--- src/sfp_pkg.sv ---
// Shared types and constants of the sensor frame parser.
// Used by sfp_regs, sfp_parser, sfp_emitter and sensor_frame_parser; depends on nothing.

package sfp_pkg;

    localparam logic [7:0] SYNC_FIRST  = 8'hAA;
    localparam logic [7:0] SYNC_SECOND = 8'h55;
    localparam logic [7:0] CHAR_CR     = 8'h0D;
    localparam logic [7:0] CHAR_LF     = 8'h0A;
    localparam logic [6:0] LONG_LEN    = 7'd24;
    localparam logic [6:0] SHORT_LEN   = 7'd16;

    // Register indexes on the configuration port.
    localparam logic [1:0] REG_LONG  = 2'd0;
    localparam logic [1:0] REG_SHORT = 2'd1;
    localparam logic [1:0] REG_VAR   = 2'd2;

    typedef struct packed {
        logic [47:0] long_cmds;
        logic [7:0]  short_cmd;
        logic [23:0] var_cmds;
    } sfp_cfg_t;

    // One write into the payload store.
    typedef struct packed {
        logic       en;
        logic [5:0] addr;
        logic [7:0] data;
    } sfp_wr_t;

    // Result request from the parser, valid for the cycle of the accepting edge.
    typedef struct packed {
        logic       single;
        logic       frame;
        logic       status;
        logic [7:0] command;
        logic [6:0] count;
    } sfp_req_t;

    // Emitter status seen by the parser.
    typedef struct packed {
        logic busy;
        logic out_free;
    } sfp_emit_stat_t;

endpackage

--- src/sfp_regs.sv ---
// Configuration registers of the sensor frame parser behind an APB-style port.
// Depends on sfp_pkg.

module sfp_regs
(
    input  logic              clk,
    input  logic              rst_n,
    input  logic              psel,
    input  logic              penable,
    input  logic              pwrite,
    input  logic [4:0]        paddr,
    input  logic [63:0]       pwdata,
    output logic [63:0]       prdata,
    output logic              pready,
    output sfp_pkg::sfp_cfg_t cfg
);

    logic [47:0] long_reg;
    logic [7:0]  short_reg;
    logic [23:0] var_reg;
    logic        wr_en;
    logic [1:0]  reg_idx;

    assign pready  = 1'b1;
    assign reg_idx = paddr[4:3];
    assign wr_en   = psel && penable && pwrite && pready;

    always_ff @(posedge clk or negedge rst_n)
    begin
        if (!rst_n)
        begin
            long_reg  <= '0;
            short_reg <= '0;
            var_reg   <= '0;
        end
        else if (wr_en)
        begin
            if (reg_idx == sfp_pkg::REG_LONG)
            begin
                long_reg <= pwdata[47:0];
            end
            if (reg_idx == sfp_pkg::REG_SHORT)
            begin
                short_reg <= pwdata[7:0];
            end
            if (reg_idx == sfp_pkg::REG_VAR)
            begin
                var_reg <= pwdata[23:0];
            end
        end
    end

    always_comb
    begin
        prdata = '0;
        if (reg_idx == sfp_pkg::REG_LONG)
        begin
            prdata = {16'd0, long_reg};
        end
        else if (reg_idx == sfp_pkg::REG_SHORT)
        begin
            prdata = {56'd0, short_reg};
        end
        else if (reg_idx == sfp_pkg::REG_VAR)
        begin
            prdata = {40'd0, var_reg};
        end
    end

    assign cfg.long_cmds = long_reg;
    assign cfg.short_cmd = short_reg;
    assign cfg.var_cmds  = var_reg;

endmodule

--- src/sfp_parser.sv ---
// Framing state machine: sync, command classification, payload store writes.
// Depends on sfp_pkg; drives the write port of the store in sfp_emitter.

module sfp_parser
#(
    parameter int MAX_PAYLOAD = 32
)
(
    input  logic                    clk,
    input  logic                    rst_n,
    input  sfp_pkg::sfp_cfg_t       cfg,
    input  logic                    in_valid,
    input  logic [7:0]              in_byte,
    output logic                    in_ready,
    input  sfp_pkg::sfp_emit_stat_t estat,
    output sfp_pkg::sfp_wr_t        wr,
    output sfp_pkg::sfp_req_t       req
);

    localparam int CW  = $clog2(MAX_PAYLOAD + 1);
    localparam int CW1 = CW + 1;

    typedef enum logic [7:0] {
        PH_SYNC1 = 8'b0000_0001,
        PH_SYNC2 = 8'b0000_0010,
        PH_CMD   = 8'b0000_0100,
        PH_DATA  = 8'b0000_1000,
        PH_CR    = 8'b0001_0000,
        PH_LF    = 8'b0010_0000,
        PH_VLF   = 8'b0100_0000,
        PH_VST   = 8'b1000_0000
    } phase_t;

    typedef enum logic [1:0] {
        CLS_EMPTY = 2'd0,
        CLS_LONG  = 2'd1,
        CLS_SHORT = 2'd2,
        CLS_VAR   = 2'd3
    } cls_t;

    phase_t          phase_reg, phase_next;
    cls_t            cls_reg, cls_next;
    logic [7:0]      cmd_reg, cmd_next;
    logic [CW-1:0]   cnt_reg, cnt_next;
    logic [7:0]      hold_reg, hold_next;
    logic            accept;
    logic [CW1-1:0]  cnt_inc;
    logic [CW1-1:0]  cnt_inc2;
    logic [CW1-1:0]  class_len;
    cls_t            cls_in;

    // Long class wins over short, short over variable.
    function automatic cls_t classify(input sfp_pkg::sfp_cfg_t c, input logic [7:0] cmd);
        cls_t res;
        logic hit_long;
        logic hit_var;
        hit_long = 1'b0;
        hit_var  = 1'b0;
        for (int k = 0; k < 6; k++)
        begin
            if (c.long_cmds[8*k +: 8] == cmd)
            begin
                hit_long = 1'b1;
            end
        end
        for (int k = 0; k < 3; k++)
        begin
            if (c.var_cmds[8*k +: 8] == cmd)
            begin
                hit_var = 1'b1;
            end
        end
        if (hit_long)
        begin
            res = CLS_LONG;
        end
        else if (c.short_cmd == cmd)
        begin
            res = CLS_SHORT;
        end
        else if (hit_var)
        begin
            res = CLS_VAR;
        end
        else
        begin
            res = CLS_EMPTY;
        end
        return res;
    endfunction

    assign in_ready = (phase_reg != PH_VST) && !estat.busy && estat.out_free;
    assign accept   = in_valid && in_ready;
    assign cnt_inc  = CW1'(cnt_reg) + CW1'(1);
    assign cnt_inc2 = CW1'(cnt_reg) + CW1'(2);
    assign cls_in   = classify(cfg, in_byte);

    always_comb
    begin
        unique case (cls_reg)
            CLS_LONG:  class_len = CW1'(sfp_pkg::LONG_LEN);
            CLS_SHORT: class_len = CW1'(sfp_pkg::SHORT_LEN);
            default:   class_len = '0;
        endcase
    end

    always_comb
    begin
        phase_next = phase_reg;
        cls_next   = cls_reg;
        cmd_next   = cmd_reg;
        cnt_next   = cnt_reg;
        hold_next  = hold_reg;
        wr         = '0;
        req        = '0;

        if (phase_reg == PH_VST)
        begin
            // Second byte of a lone CR pair.
            wr.en      = 1'b1;
            wr.addr    = 6'(cnt_inc);
            wr.data    = hold_reg;
            cnt_next   = CW'(cnt_inc2);
            phase_next = PH_DATA;
        end
        else if (accept)
        begin
            unique case (phase_reg)
                PH_SYNC1:
                begin
                    if (in_byte == sfp_pkg::SYNC_FIRST)
                    begin
                        phase_next = PH_SYNC2;
                    end
                end
                PH_SYNC2:
                begin
                    if (in_byte == sfp_pkg::SYNC_SECOND)
                    begin
                        phase_next = PH_CMD;
                    end
                    else if (in_byte != sfp_pkg::SYNC_FIRST)
                    begin
                        phase_next = PH_SYNC1;
                    end
                end
                PH_CMD:
                begin
                    cmd_next   = in_byte;
                    cnt_next   = '0;
                    cls_next   = cls_in;
                    phase_next = (cls_in == CLS_EMPTY) ? PH_CR : PH_DATA;
                end
                PH_DATA:
                begin
                    if (cls_reg == CLS_VAR && in_byte == sfp_pkg::CHAR_CR)
                    begin
                        phase_next = PH_VLF;
                    end
                    else if (CW1'(cnt_reg) >= CW1'(MAX_PAYLOAD))
                    begin
                        req.single = 1'b1;
                        req.status = 1'b1;
                    end
                    else
                    begin
                        wr.en    = 1'b1;
                        wr.addr  = 6'(cnt_reg);
                        wr.data  = in_byte;
                        cnt_next = CW'(cnt_inc);
                        if (cls_reg != CLS_VAR && cnt_inc == class_len)
                        begin
                            phase_next = PH_CR;
                        end
                    end
                end
                PH_CR:
                begin
                    if (in_byte == sfp_pkg::CHAR_CR)
                    begin
                        phase_next = PH_LF;
                    end
                    else
                    begin
                        req.single = 1'b1;
                        req.status = 1'b1;
                    end
                end
                PH_LF:
                begin
                    if (in_byte == sfp_pkg::CHAR_LF)
                    begin
                        req.frame = 1'b1;
                    end
                    else
                    begin
                        req.single = 1'b1;
                        req.status = 1'b1;
                    end
                end
                PH_VLF:
                begin
                    if (in_byte == sfp_pkg::CHAR_LF)
                    begin
                        req.frame = 1'b1;
                    end
                    else if (cnt_inc2 > CW1'(MAX_PAYLOAD))
                    begin
                        req.single = 1'b1;
                        req.status = 1'b1;
                    end
                    else
                    begin
                        wr.en      = 1'b1;
                        wr.addr    = 6'(cnt_reg);
                        wr.data    = sfp_pkg::CHAR_CR;
                        hold_next  = in_byte;
                        phase_next = PH_VST;
                    end
                end
                default:
                begin
                    // Corrupt phase code: report an error and clear the phase, command, class and count.
                    req.single = 1'b1;
                    req.status = 1'b1;
                    phase_next = PH_SYNC1;
                    cmd_next   = '0;
                    cls_next   = CLS_EMPTY;
                    cnt_next   = '0;
                end
            endcase

            if (req.single && req.status && phase_reg != PH_VST
                && (phase_reg == PH_DATA || phase_reg == PH_CR
                    || phase_reg == PH_LF || phase_reg == PH_VLF))
            begin
                phase_next = (in_byte == sfp_pkg::SYNC_FIRST) ? PH_SYNC2 : PH_SYNC1;
                cnt_next   = '0;
            end

            if (req.frame)
            begin
                phase_next  = PH_SYNC1;
                req.command = cmd_reg;
                req.count   = 7'(cnt_reg);
                if (cnt_reg == '0)
                begin
                    // Empty payload: one item that carries the command only.
                    req.frame  = 1'b0;
                    req.single = 1'b1;
                end
            end
        end
    end

    always_ff @(posedge clk or negedge rst_n)
    begin
        if (!rst_n)
        begin
            phase_reg <= PH_SYNC1;
            cls_reg   <= CLS_EMPTY;
            cmd_reg   <= '0;
            cnt_reg   <= '0;
        end
        else
        begin
            phase_reg <= phase_next;
            cls_reg   <= cls_next;
            cmd_reg   <= cmd_next;
            cnt_reg   <= cnt_next;
        end
    end

    always_ff @(posedge clk)
    begin
        hold_reg <= hold_next;
    end

endmodule

--- src/sfp_emitter.sv ---
// Payload store and frame readout with the output register of the result channel.
// Depends on sfp_pkg; written by sfp_parser.

module sfp_emitter
#(
    parameter int MAX_PAYLOAD = 32
)
(
    input  logic                    clk,
    input  logic                    rst_n,
    input  sfp_pkg::sfp_wr_t        wr,
    input  sfp_pkg::sfp_req_t       req,
    output sfp_pkg::sfp_emit_stat_t estat,
    output logic                    out_valid,
    input  logic                    out_ready,
    output logic                    out_status,
    output logic [7:0]              out_command,
    output logic [6:0]              out_length,
    output logic [5:0]              out_index,
    output logic [7:0]              out_byte,
    output logic                    out_byte_valid,
    output logic                    out_last
);

    localparam int AW = $clog2(MAX_PAYLOAD);
    localparam int CW = $clog2(MAX_PAYLOAD + 1);

    logic [7:0]    mem [MAX_PAYLOAD];
    logic [7:0]    rd_data_reg;

    logic          run_reg, run_next;
    logic          pend_reg, pend_next;
    logic [CW-1:0] rd_idx_reg, rd_idx_next;
    logic [AW-1:0] pend_idx_reg, pend_idx_next;
    logic [CW-1:0] n_reg, n_next;
    logic [7:0]    cmd_reg, cmd_next;

    logic          ov_reg, ov_next;
    logic          st_reg, st_next;
    logic [7:0]    oc_reg, oc_next;
    logic [6:0]    ol_reg, ol_next;
    logic [5:0]    oi_reg, oi_next;
    logic [7:0]    ob_reg, ob_next;
    logic          obv_reg, obv_next;
    logic          olast_reg, olast_next;

    logic          take;
    logic          issue;
    logic [CW-1:0] rd_idx_inc;
    logic [CW-1:0] pend_inc;

    assign take       = ov_reg && out_ready;
    assign issue      = run_reg && !pend_reg && (!ov_reg || take);
    assign rd_idx_inc = rd_idx_reg + CW'(1);
    assign pend_inc   = CW'(pend_idx_reg) + CW'(1);

    assign estat.busy     = run_reg || pend_reg;
    assign estat.out_free = !ov_reg || out_ready;

    always_ff @(posedge clk)
    begin
        if (wr.en)
        begin
            mem[wr.addr[AW-1:0]] <= wr.data;
        end
        if (issue)
        begin
            rd_data_reg <= mem[rd_idx_reg[AW-1:0]];
        end
    end

    always_comb
    begin
        run_next      = run_reg;
        pend_next     = pend_reg;
        rd_idx_next   = rd_idx_reg;
        pend_idx_next = pend_idx_reg;
        n_next        = n_reg;
        cmd_next      = cmd_reg;
        ov_next       = ov_reg;
        st_next       = st_reg;
        oc_next       = oc_reg;
        ol_next       = ol_reg;
        oi_next       = oi_reg;
        ob_next       = ob_reg;
        obv_next      = obv_reg;
        olast_next    = olast_reg;

        if (take)
        begin
            ov_next = 1'b0;
        end

        if (req.single)
        begin
            ov_next    = 1'b1;
            st_next    = req.status;
            oc_next    = req.command;
            ol_next    = '0;
            oi_next    = '0;
            ob_next    = '0;
            obv_next   = 1'b0;
            olast_next = 1'b1;
        end

        if (req.frame)
        begin
            run_next    = 1'b1;
            rd_idx_next = '0;
            n_next      = req.count[CW-1:0];
            cmd_next    = req.command;
        end

        if (issue)
        begin
            pend_next     = 1'b1;
            pend_idx_next = rd_idx_reg[AW-1:0];
            rd_idx_next   = rd_idx_inc;
            if (rd_idx_inc == n_reg)
            begin
                run_next = 1'b0;
            end
        end

        // Read data lands while the output register is known to be empty.
        if (pend_reg)
        begin
            pend_next  = 1'b0;
            ov_next    = 1'b1;
            st_next    = 1'b0;
            oc_next    = cmd_reg;
            ol_next    = 7'(n_reg);
            oi_next    = 6'(pend_idx_reg);
            ob_next    = rd_data_reg;
            obv_next   = 1'b1;
            olast_next = (pend_inc == n_reg);
        end
    end

    always_ff @(posedge clk or negedge rst_n)
    begin
        if (!rst_n)
        begin
            run_reg    <= 1'b0;
            pend_reg   <= 1'b0;
            ov_reg     <= 1'b0;
            rd_idx_reg <= '0;
        end
        else
        begin
            run_reg    <= run_next;
            pend_reg   <= pend_next;
            ov_reg     <= ov_next;
            rd_idx_reg <= rd_idx_next;
        end
    end

    always_ff @(posedge clk)
    begin
        pend_idx_reg <= pend_idx_next;
        n_reg        <= n_next;
        cmd_reg      <= cmd_next;
        st_reg       <= st_next;
        oc_reg       <= oc_next;
        ol_reg       <= ol_next;
        oi_reg       <= oi_next;
        ob_reg       <= ob_next;
        obv_reg      <= obv_next;
        olast_reg    <= olast_next;
    end

    assign out_valid      = ov_reg;
    assign out_status     = st_reg;
    assign out_command    = oc_reg;
    assign out_length     = ol_reg;
    assign out_index      = oi_reg;
    assign out_byte       = ob_reg;
    assign out_byte_valid = obv_reg;
    assign out_last       = olast_reg;

endmodule

--- src/sensor_frame_parser.sv ---
// Top level of the sensor frame parser: configuration port, parser and payload emitter.
// Depends on sfp_pkg, sfp_regs, sfp_parser and sfp_emitter.
//
// Received bytes enter on the s_axis channel, one item per byte. The parser looks for
// frames AA 55 <command> <payload> CR LF; the command's payload class comes from the
// three registers on the APB port (long fixed at 0x00, short fixed at 0x08, variable at
// 0x10). A completed frame leaves on the m_axis channel as one item per payload byte,
// tlast on the final one; a frame with no payload gives a single item with byte_valid
// low, and a framing or overflow error gives a single item with status set.
// A byte is accepted when the emitter is idle and the output register is free; a lone
// CR inside a variable payload stalls input while the byte after it is stored, because
// both stored bytes go through the single write port of the payload store. A frame is
// emitted one store read at a time, each read registered and then loaded into the output
// register before the next; no new byte is accepted until the frame's last read is there.
// The output register parts the two sides: while a result waits there, the next byte is
// accepted as soon as m_axis_tready shows that the register is freed in the same cycle.
// When the receiver stalls, the result holds and input stalls behind it.
// Reset clears the parse state and the configuration registers; the payload store needs
// no clearing, since only entries written for the current frame are ever read.

module sensor_frame_parser
#(
    parameter int MAX_PAYLOAD = 32
)
(
    input  logic        clk,
    input  logic        rst_n,

    input  logic        psel,
    input  logic        penable,
    input  logic        pwrite,
    input  logic [4:0]  paddr,
    input  logic [63:0] pwdata,
    output logic [63:0] prdata,
    output logic        pready,

    input  logic        s_axis_tvalid,
    output logic        s_axis_tready,
    input  logic [7:0]  s_axis_tdata,   // [7:0] rx_byte

    output logic        m_axis_tvalid,
    input  logic        m_axis_tready,
    output logic [31:0] m_axis_tdata,   // [7:0] frame_command, [14:8] frame_length,
                                        // [20:15] byte_index, [28:21] payload_byte, rest 0
    output logic [1:0]  m_axis_tuser,   // [0] status, [1] byte_valid
    output logic        m_axis_tlast
);

    sfp_pkg::sfp_cfg_t       cfg;
    sfp_pkg::sfp_wr_t        wr;
    sfp_pkg::sfp_req_t       req;
    sfp_pkg::sfp_emit_stat_t estat;

    logic       o_status;
    logic [7:0] o_command;
    logic [6:0] o_length;
    logic [5:0] o_index;
    logic [7:0] o_byte;
    logic       o_byte_valid;

    sfp_regs u_regs
    (
        .clk     (clk),
        .rst_n   (rst_n),
        .psel    (psel),
        .penable (penable),
        .pwrite  (pwrite),
        .paddr   (paddr),
        .pwdata  (pwdata),
        .prdata  (prdata),
        .pready  (pready),
        .cfg     (cfg)
    );

    sfp_parser #(.MAX_PAYLOAD(MAX_PAYLOAD)) u_parser
    (
        .clk      (clk),
        .rst_n    (rst_n),
        .cfg      (cfg),
        .in_valid (s_axis_tvalid),
        .in_byte  (s_axis_tdata),
        .in_ready (s_axis_tready),
        .estat    (estat),
        .wr       (wr),
        .req      (req)
    );

    sfp_emitter #(.MAX_PAYLOAD(MAX_PAYLOAD)) u_emitter
    (
        .clk            (clk),
        .rst_n          (rst_n),
        .wr             (wr),
        .req            (req),
        .estat          (estat),
        .out_valid      (m_axis_tvalid),
        .out_ready      (m_axis_tready),
        .out_status     (o_status),
        .out_command    (o_command),
        .out_length     (o_length),
        .out_index      (o_index),
        .out_byte       (o_byte),
        .out_byte_valid (o_byte_valid),
        .out_last       (m_axis_tlast)
    );

    assign m_axis_tdata = {3'd0, o_byte, o_index, o_length, o_command};
    assign m_axis_tuser = {o_byte_valid, o_status};

endmodule
--- config.mk ---
export PLATFORM = sky130hd
export DESIGN_NAME = sensor_frame_parser
export DESIGN_NICKNAME = d
export VERILOG_FILES = /design/src/sfp_pkg.sv /design/src/sfp_regs.sv /design/src/sfp_parser.sv /design/src/sfp_emitter.sv /design/src/sensor_frame_parser.sv
export SDC_FILE = /design/constraint.sdc
export NUM_CORES = 1
export LEC_CHECK = 0
export BUFFER_PORTS_ARGS = -buffer_cell sky130_fd_sc_hd__buf_4
export CAP_MARGIN = 10
export CORE_MARGIN = 2
export CORE_UTILIZATION = 30
export CTS_CLUSTER_SIZE = 28
export DETAILED_ROUTE_END_ITERATION = 10
export SKIP_LAST_GASP = 1
export SLEW_MARGIN = 20
export SYNTH_ARGS = -nofsm -noshare
export SYNTH_HDL_FRONTEND = slang
export SYNTH_HIERARCHICAL = 1
export SYNTH_SLANG_ARGS = --single-unit
--- constraint.sdc ---
create_clock -name clk -period 3.9 [get_ports clk]
set_input_delay 0.195 -clock clk [delete_from_list [all_inputs] [get_ports clk]]
set_output_delay 0.195 -clock clk [all_outputs]
set_load 0.01 [all_outputs]
==> metrics.md <==
| Metric | Value |
|---|---|
| ANT nets after route | `0` |
| RSZ-0062 raised after global routing | `false` |
| Io pins | `186` |
| Startpoint Class | `register` |
| Placed Instances | `2287` |
| Reg clk slew, reported paths | `0.07 ns` |
| DIE WIDTH | `261 µm` |
| Syn_area_per_cell | `15.5 µm²` |
| Row count | `94` |
| CTS tree | `built` |
| Worst setup margin | `0.304 ns` |
| # H-tree levels | `2` |
| Area delta synth->final | `21.6%` |
| Tcrit/Tclk final | `0.922` |
| Die H | `261 µm` |
| P per Cell Area | `576 mW/mm²` |
| Total Routing Usage GR | `0.139` |
| Pin count of the biggest net entering global routing | `67` |
| Die area | `0.0681 mm²` |
| Reg2reg setup slack | `0.30 ns` |
| Multi-input logic area | `0.00688 mm²` |
| Crit end category | `register` |
| WL met1 | `20700 µm` |
| Worst slack at placement | `0.192 ns` |
| Routed wl met2 | `23600 µm` |
| Met3 WL post-DR | `2380 µm` |
| Post-Syn Area | `0.0198 mm²` |
| Vias in the first global route | `12154` |
| Final Hold Violating Endpoints | `0` |
| DR DRC count | `0` |
| Hold Path Origin | `s_axis_tdata[4]` |
| Core ar. | `0.0656 mm²` |
| Fin crit period | `3.60 ns` |
| Total power | `13900 µW` |
| Detailed Route WL | `47800 µm` |
| Router iterations before antenna repair | `5` |
| Initial Util | `0.302` |
| Fillcell total | `6244` |
| Setup TNS | `0 ns` |
| GR Overflow Total | `0` |
| Crit Path Category | `register to register` |
| Cts repair resizes | `0` |
| R2r worst-path depth | `11` |
| # Post-CTS Setup Buffers | `0` |
| Routed vias | `11638` |
| Cells after Synth | `1280` |
| Setup violations, final | `0` |
| Slew Limit Headroom | `0.233` |
| Clock tree sinks | `434` |
| R2r startpoint | `u_parser/cnt_reg[1]` |
| Crit path DAT | `3.88 ns` |
| Final Slew Violations | `0` |
| First-pass GRT wire length | `72500 µm` |
| Cts-stage hold buffer count | `54` |
| Required time worst endpoint | `4.18 ns` |
| CP startpoint | `u_parser/cnt_reg[1]` |
| Register area | `0.0125 mm²` |
| Yosys Warn Count | `6` |
| Largest register FFs | `256` |
| CTS Buffer Depth | `3` |
| Worst hold-check path type | `input port to register` |
| Crit path max fanout | `8` |
| LEAKAGE | `0.00874 µW` |
| Maxcap violations | `0` |
| Clk Latency, worst-skew pair | `0.58 ns` |
| Placer Congestion | `0.828` |
| Initial antenna violation count | `0` |
| Share of layout cells above drive strength 1 | `0.321` |
| Post-DR wirelength/cell | `19.7 µm` |
| DR iter-0 viols | `769` |
| Clock skew | `0.0145 ns` |
| Worst Max-Slew Pin Slew | `1.15 ns` |
| Final net count | `1617` |
| Cts bufs inserted | `45` |
| Via density | `4.80` |
| Max Used Layer | `met4` |
| Design area | `0.0241 mm²` |
| Max Freq | `278 MHz` |
| Non-Filler Instances | `2425` |
| PortBufs | `144` |
| Hold depth | `3` |
| Post-DP Area | `0.0221 mm²` |
| Root buf cell | `clkbuf_16` |
| VDD IR-drop max | `0.359 mV` |
| Status | `complete, no violations` |
| DP Wirelength | `31500 µm` |
==> final timing paths <==
| path | end |
|---|---|
| max reg2reg | u_emitter/mem[31][1] |
| max in group asynchronous | u_parser/phase_reg[0] |
| max | u_emitter/mem[31][1] |
| min reg2reg | u_parser/cmd_reg[1] |
| min | u_parser/cmd_reg[4] |
| min in group asynchronous | u_regs/long_reg[45] |
==> placed cells by master, fill, tap and decap left out, types with 13 or more instances in the layout <==
cell,instances
edfxtp_1,319
buf_4,216
dfrtp_1,110
mux2_2,97
mux4_2,80
nor2_1,78
dlygate4sd3_1,54
nand2_1,53
xor2_1,48
and2_1,48
xnor2_1,46
clkbuf_16,45
mux2i_1,26
conb_1,22
and3_1,22
o21ai_0,21
a21oi_1,19
clkinv_1,14
nand3_1,14
nand4_1,14
nor4_1,13
==> report_power, final <==
group | switching [µW] | internal, µW
sequential | 594 | 5570
combinational | 1660 | 1880
clock | 1790 | 2390
total | 4040 | 9840
==> critical path: stages, from the launching register on <==
cell	delay [ns]
dfrtp_1	0.48
ha_1	0.34
or4b_1	0.50
a21oi_1	0.22
nor3_1	0.11
nor4_2	0.18
or2_1	0.24
nand2_1	0.07
o21ai_1	0.46
nand3_1	0.29
nor2_1	0.19
buf_4	0.21
==> routing by layer <==
layer / GRT usage / vias to the layer above
met1: 0.184 / 5935
met3: 0.0217 / 71
met5: 0 / -
li1: - / 5316
met4: 0.0423 / 0
met2: 0.234 / 316
==> cell type report <==
class | instances | share of cell area
diodes | 1 | 0.000104
clock buffers | 53 | 0.0480
clock inverters | 30 | 0.0110
inverters | 10 | 0.00156
multi-input cells | 760 | 0.286
flip-flops and latches | 434 | 0.517
well taps | 864 | 0.0449
repair buffers | 273 | 0.0922
==> stage by stage <==
| stage | hold slack [ns] | util |
|---|---|---|
| after floorplan | -0.101 | - |
| after global placement | 0.270 | 0.337 |
| after detailed placement | 0.278 | 0.337 |
| after CTS | 0.0109 | 0.367 |
| after global routing | 0.0250 | 0.367 |
| final | 0.0318 | 0.367 |
Note: power is estimated with default switching activity, not from simulation.
